--- config.mk ---
export PLATFORM = sky130hd
export DESIGN_NAME = tone_track_sequencer_unit
export DESIGN_NICKNAME = d
export VERILOG_FILES = /design/src/design/tts_pkg.sv /design/src/design/tone_track_sequencer_unit.sv
export SDC_FILE = /design/constraint.sdc
export NUM_CORES = 1
export LEC_CHECK = 0
export ABC_AREA = 0
export BUFFER_PORTS_ARGS = -buffer_cell sky130_fd_sc_hd__buf_2
export CAP_MARGIN = 20
export CORE_MARGIN = 4
export CORE_UTILIZATION = 30
export CTS_CLUSTER_SIZE = 24
export DETAILED_ROUTE_END_ITERATION = 8
export SLEW_MARGIN = 20
export SYNTH_ARGS = -nofsm -noshare
export SYNTH_HDL_FRONTEND = slang
export SYNTH_SLANG_ARGS = --single-unit
--- constraint.sdc ---
create_clock -name clk -period 8.9 [get_ports clk]
set_clock_uncertainty 0.15 [all_clocks]
set_input_delay 1.78 -clock clk [delete_from_list [all_inputs] [get_ports clk]]
set_output_delay 1.78 -clock clk [all_outputs]
set_load 0.02 [all_outputs]
--- src/design/tts_pkg.sv ---
// tone track sequencer package: stage record type and the fixed track rom
// no dependencies
`default_nettype none
package tts_pkg;

  localparam int unsigned ClkHz   = 150000000;
  localparam int unsigned PwmDiv  = 16;
  localparam int unsigned NTracks = 5;

  localparam logic [15:0] Wrap660  = 16'(ClkHz / (PwmDiv * 660));
  localparam logic [15:0] Wrap880  = 16'(ClkHz / (PwmDiv * 880));
  localparam logic [15:0] Wrap988  = 16'(ClkHz / (PwmDiv * 988));
  localparam logic [15:0] Wrap1319 = 16'(ClkHz / (PwmDiv * 1319));

  localparam logic CmdTick = 1'b0;
  localparam logic CmdPlay = 1'b1;

  typedef struct packed {
    logic        is_tone;
    logic [15:0] wrap;
    logic [7:0]  dur_ms;
  } stage_t;

  localparam stage_t StageNone = '{is_tone: 1'b0, wrap: 16'd0, dur_ms: 8'd0};

  // number of stages in a track, invalid numbers map to track 1
  function automatic logic [1:0] track_count(input logic [2:0] trk);
    logic [1:0] c;
    case (trk)
      3'd3:    c = 2'd1;
      default: c = 2'd3;
    endcase
    return c;
  endfunction

  // stage record, invalid track maps to track 1, stage 3 maps to stage 0
  function automatic stage_t stage_rom(input logic [2:0] trk, input logic [1:0] stg);
    stage_t s;
    logic [2:0] t;
    logic [1:0] k;
    t = (trk >= 3'd1 && trk <= 3'(NTracks)) ? trk : 3'd1;
    k = (stg == 2'd3) ? 2'd0 : stg;
    s = StageNone;
    case ({t, k})
      {3'd1, 2'd0}: s = '{1'b1, Wrap660,  8'd80};
      {3'd1, 2'd1}: s = '{1'b0, 16'd0,    8'd30};
      {3'd1, 2'd2}: s = '{1'b1, Wrap880,  8'd80};
      {3'd2, 2'd0}: s = '{1'b1, Wrap880,  8'd70};
      {3'd2, 2'd1}: s = '{1'b0, 16'd0,    8'd30};
      {3'd2, 2'd2}: s = '{1'b1, Wrap660,  8'd120};
      {3'd3, 2'd0}: s = '{1'b1, Wrap880,  8'd70};
      {3'd4, 2'd0}: s = '{1'b1, Wrap988,  8'd40};
      {3'd4, 2'd1}: s = '{1'b0, 16'd0,    8'd20};
      {3'd4, 2'd2}: s = '{1'b1, Wrap1319, 8'd60};
      {3'd5, 2'd0}: s = '{1'b1, Wrap660,  8'd160};
      {3'd5, 2'd1}: s = '{1'b0, 16'd0,    8'd60};
      {3'd5, 2'd2}: s = '{1'b1, Wrap880,  8'd160};
      default:      s = StageNone;
    endcase
    return s;
  endfunction

endpackage
`default_nettype wire

--- src/design/tone_track_sequencer_unit.sv ---
// tone track sequencer top level: play requests, millisecond ticks, pwm wrap and duty
// depends on tts_pkg for the track rom and stage type
// an accepted item's result is written straight into the output register
// throughput: one item per cycle, limited by the output register draining and by config writes
// reset (rst_n low, synchronous): disabled, idle, held wrap zero, no result pending
// the config channel is always ready, the input item waits in a cycle with a config write
`default_nettype none
module tone_track_sequencer_unit (
  input  wire logic        clk,
  input  wire logic        rst_n,
  input  wire logic        cfg_valid,
  output logic             cfg_ready,
  input  wire logic        cfg_data,      // enabled
  input  wire logic        in_tvalid,
  output logic             in_tready,
  input  wire logic [7:0]  in_tdata,      // [2:0] track_number
  input  wire logic        in_tuser,      // cmd
  output logic             out_tvalid,
  input  wire logic        out_tready,
  output logic [39:0]      out_tdata      // accepted, busy_res, tone_on, wrap_value, duty_level
);

  logic        enabled_r, enabled_nxt;
  logic        playing_r, playing_nxt;
  logic [2:0]  track_r, track_nxt;
  logic [1:0]  stage_r, stage_nxt;
  logic [7:0]  ms_r, ms_nxt;
  logic        tone_r, tone_nxt;
  logic [15:0] wrap_r, wrap_nxt;
  logic        out_valid_r, out_valid_nxt;
  logic [39:0] out_data_r, out_data_nxt;

  logic        in_acc, cfg_acc, acc;
  logic [2:0]  in_trk, sel_trk, next_stg;
  logic [1:0]  sel_stg;
  logic [7:0]  ms_dec;
  logic [16:0] wrap_sum;
  tts_pkg::stage_t st;

  assign cfg_ready = 1'b1;
  assign cfg_acc   = cfg_valid;
  assign in_tready = (!out_valid_r || out_tready) && !cfg_valid;
  assign in_acc    = in_tvalid && in_tready;
  assign in_trk    = in_tdata[2:0];

  assign next_stg = {1'b0, stage_r} + 3'd1;
  assign sel_trk  = (in_tuser == tts_pkg::CmdPlay) ? in_trk : track_r;
  assign sel_stg  = (in_tuser == tts_pkg::CmdPlay) ? 2'd0 : next_stg[1:0];
  assign st       = tts_pkg::stage_rom(sel_trk, sel_stg);
  assign ms_dec   = (ms_r != 8'd0) ? ms_r - 8'd1 : 8'd0;

  always_comb begin
    enabled_nxt   = enabled_r;
    playing_nxt   = playing_r;
    track_nxt     = track_r;
    stage_nxt     = stage_r;
    ms_nxt        = ms_r;
    tone_nxt      = tone_r;
    wrap_nxt      = wrap_r;
    acc           = 1'b0;
    out_valid_nxt = out_valid_r;
    out_data_nxt  = out_data_r;
    wrap_sum      = 17'd0;

    if (out_valid_r && out_tready) begin
      out_valid_nxt = 1'b0;
    end

    if (cfg_acc) begin
      enabled_nxt = cfg_data;
      playing_nxt = 1'b0;
      track_nxt   = 3'd0;
      stage_nxt   = 2'd0;
      ms_nxt      = 8'd0;
      tone_nxt    = 1'b0;
    end else if (in_acc) begin
      if (in_tuser == tts_pkg::CmdPlay) begin
        if (enabled_r && !playing_r && in_trk >= 3'd1 && in_trk <= 3'(tts_pkg::NTracks)) begin
          acc         = 1'b1;
          playing_nxt = 1'b1;
          track_nxt   = in_trk;
          stage_nxt   = 2'd0;
          ms_nxt      = st.dur_ms;
          tone_nxt    = st.is_tone;
          if (st.is_tone) begin
            wrap_nxt = st.wrap;
          end
        end
      end else if (enabled_r && playing_r) begin
        ms_nxt = ms_dec;
        if (ms_dec == 8'd0) begin
          tone_nxt = 1'b0;
          if (next_stg >= {1'b0, tts_pkg::track_count(track_r)} || next_stg > 3'd2) begin
            playing_nxt = 1'b0;
            track_nxt   = 3'd0;
            stage_nxt   = 2'd0;
            ms_nxt      = 8'd0;
          end else begin
            stage_nxt = next_stg[1:0];
            ms_nxt    = st.dur_ms;
            tone_nxt  = st.is_tone;
            if (st.is_tone) begin
              wrap_nxt = st.wrap;
            end
          end
        end
      end
      wrap_sum      = {1'b0, wrap_nxt} + 17'd1;
      out_valid_nxt = 1'b1;
      out_data_nxt  = {5'd0, wrap_sum[16:1], wrap_nxt, tone_nxt, playing_nxt, acc};
    end
  end

  always_ff @(posedge clk) begin
    if (!rst_n) begin
      enabled_r   <= 1'b0;
      playing_r   <= 1'b0;
      track_r     <= 3'd0;
      stage_r     <= 2'd0;
      ms_r        <= 8'd0;
      tone_r      <= 1'b0;
      wrap_r      <= 16'd0;
      out_valid_r <= 1'b0;
    end else begin
      enabled_r   <= enabled_nxt;
      playing_r   <= playing_nxt;
      track_r     <= track_nxt;
      stage_r     <= stage_nxt;
      ms_r        <= ms_nxt;
      tone_r      <= tone_nxt;
      wrap_r      <= wrap_nxt;
      out_valid_r <= out_valid_nxt;
    end
  end

  always_ff @(posedge clk) begin
    out_data_r <= out_data_nxt;
  end

  assign out_tvalid = out_valid_r;
  assign out_tdata  = out_data_r;

  a_acc_busy: assert property (@(posedge clk) disable iff (!rst_n)
    (out_tvalid && out_tdata[0]) |-> out_tdata[1])
    else $error("accepted item without busy");

  a_tone_busy: assert property (@(posedge clk) disable iff (!rst_n)
    (out_tvalid && out_tdata[2]) |-> out_tdata[1])
    else $error("tone on while idle");

  a_duty: assert property (@(posedge clk) disable iff (!rst_n)
    out_tvalid |-> (out_tdata[34:19] == 16'(({1'b0, out_tdata[18:3]} + 17'd1) >> 1)))
    else $error("duty level does not match wrap");

  a_idle_disabled: assert property (@(posedge clk) disable iff (!rst_n)
    !enabled_r |-> !playing_r)
    else $error("playing while disabled");

  a_track_valid: assert property (@(posedge clk) disable iff (!rst_n)
    playing_r |-> (track_r == 3'd1 || track_r == 3'd2 || track_r == 3'd3 ||
                   track_r == 3'd4 || track_r == 3'd5))
    else $error("playing an invalid track");

endmodule
`default_nettype wire

==> results.cfg <==
[status]
outcome = completed

[grt]
grt_pass1_vias = 2827
grt_pass1_wl_um = 14200
grt_start_max_net_pins = 44
globalRoute.totalOverflow = 0
grtUsageTotal_pct = 12.3
antenna_found_initial = 0

[worst_setup_path]
arrival_ps = 5170
cp_top_family = compound AO/OA/AOI/OAI gates
rrSetupSlack_ps = 4740
end_kind = flop
crit_chain = buf_2 -> nand2b_1 -> inv_1 -> ha_1 -> mux2i_2 -> a21oi_2 -> o21a_1 -> ha_1 -> nand2_1 -> nor3_2 -> nand4_1 -> xnor2_1
cp_num_buf_inv = 2
crit_top_cell = ha_1
crit_path_top_delay_cell = a21oi_2
critPathMaxFanout = 27
crit_required_ps = 8840
cp-start-kind = input pin
critPathMaxStageDelay_ps = 720
critPathKind = input pin to flop

[logic_synthesis]
ys.flop_type = edfxtp_1
yosysUniqueCellTypes = 73
synth.avg_cell_area_sq_um = 9.34
synth_edf_count = 35
async_reset_ff_share_pct = 0
synth_area_sq_um = 3750
ys_warn_count = 0
yosys_register_bits = 68
seq_area_frac_synth_pct = 45.6
syn_inst = 402

[clock_tree]
root_buffer = clkbuf_16
postCtsHoldBufs = 0
path_clk_slew_ps = 50
cts_resized = 0
cts.sinks = 68
numCtsBuffers = 9
clock_latency_ps = 340
cts_tree = yes
clock_path_buffers = 2
htree_levels = 3
post_cts_buffers = 0

[floorplan]
fp.dieH_um = 120
die_area_sq_um = 14400
initial_core_util_pct = 31.0
die_w_um = 120
core_sq_um = 12100
io_pins = 58
std_cell_rows = 40

[min_path]
min_path_type = flop to flop

[timing]
grt_setup_unrepaired = false
worst_pin_slew_ps = 933
setup_violations = 0
slew_headroom_pct = 37.8
final.min_clock_period_ps = 5230
fin_setup_tns_ps = 0
hold_violations = 0
finalMaxSlewViolations = 0
period_share_pct = 58.8
hold_slack_ps = 336
worst_slack_ps = 3670
max_freq_ghz = 0.191

[finish]
drive_gt1_share_pct = 19.4
synthToLayoutAreaGrowth_pct = 17.3
diodes = 0
fin_nets = 475
multi_input_area_sq_um = 1870
regArea_sq_um = 1710
fillers = 1277

[drt]
ant_nets = 0
routedWlPerCell_um = 13.7
viasPerCell = 4.87
wl_um = 8490
drtPass1Iterations = 5
drcViolationCount = 0
vias = 3023
drtIter0Drc = 250

[pwr]
max-vdd-ir-drop_uv = 89.4
powerDensity_nw_per_um2 = 169
p_leak_nw = 1.64

[place]
place_hpwl_um = 6220
gp_congestion = 0.848
place_ws_ps = 3320
io_buffers = 46

[run]
maxCapViolCount = 0
-- cells by family after synthesis --
| kind of cell | after synthesis | share of synthesized area [%] |
|---|---|---|
| buf+inv | 40 | 4.97 |
| simple gates | 158 | 21.6 |
| xor+xnor | 16 | 3.73 |
| flops | 68 | 45.6 |
| mux | 8 | 2.30 |
| fa+ha+maj | 12 | 4.20 |
| other cells | 2 | 0.200 |
| compound gates | 98 | 17.4 |
-- registers in the layout (all words and copies together), names as in the netlist --
name,flops
tone_r,1
out_tvalid,1
out_tdata,35
wrap_r,16
track_r,3
stage_r,2
playing_r,1
enabled_r,1
ms_r,8
-- cells in the mapped netlist, types with 8 or more instances --
cell,number,area [sq um]
a21oi_1,19,95.1
o21ai_0,26,130
nor2_1,38,143
ha_1,11,138
xnor2_1,13,114
nand3_1,8,40.0
nand2_1,45,169
nor3_1,10,50.1
edfxtp_1,35,1050
inv_1,20,75.1
dfxtp_1,33,661
and2_1,8,50.1
nand2b_1,15,93.8
-- layer usage --
metal	GRT usage [%]	wire length, um
met3	3.16	368
met5	0	0
met4	4.29	102
met2	20.7	4180
met1	15.2	3840
-- metrics by stage --
stage                     cells  instance area (sq um)  total power, mW  utilization (%)
after floorplan             406                   3770            0.393                -
after global placement      605                   4130            0.410             34.1
after detailed placement    605                   4130            0.411             34.1
after CTS                   621                   4410            0.752             36.4
after global routing        621                   4410            0.774             36.4
final                       621                   4410            0.746             36.4
-- worst reg2reg max path: stages, from the launching register on --
cell and delay (ps):
dfxtp_1 430, nand3b_1 170, fa_1 500, or3_1 120
o211a_2 270, nand4_2 210, a21oi_2 770, o21a_1 230
ha_1 220, nand2_1 80, nor3_2 420, nand4_1 180
xnor2_1 150
-- area by class of cell --
| cell class | instances | share of cell area (%) |
|---|---|---|
| clock inverter | 4 | 0.994 |
| tap | 168 | 4.77 |
| sequential | 68 | 38.9 |
| multi-input combinational | 298 | 42.5 |
| timing repair buffer | 48 | 5.57 |
| clock buffer | 12 | 5.37 |
| inverter | 23 | 1.96 |
-- path summary, 6_finish.rpt --
check | startpoint | endpoint | cells past startpoint
worst max-delay path | in_tuser | out_tdata[32] | 12
worst min-delay path | wrap_r[0] | wrap_r[0] | 2
worst max register to register | track_r[0] | out_tdata[32] | 12
worst min register to register | wrap_r[0] | wrap_r[0] | 2
-- power by group --
part | leakage, nW | switching [mW] | internal, mW
Sequential | 0.600 | 0.00267 | 0.338
Clock | 0.138 | 0.127 | 0.215
Combinational | 0.904 | 0.0441 | 0.0192
Total | 1.64 | 0.174 | 0.572
-- cells in the final DEF (no fill, tap or decap), types with 11 or more instances in the layout --
cell / instances
o21ai_0: 26
inv_1: 20
xnor2_1: 13
ha_1: 11
nand2_1: 45
dfxtp_1: 33
edfxtp_1: 35
nand2b_1: 15
a21oi_1: 19
nor2_1: 38
buf_2: 46
(Power assumes the default switching activity.)
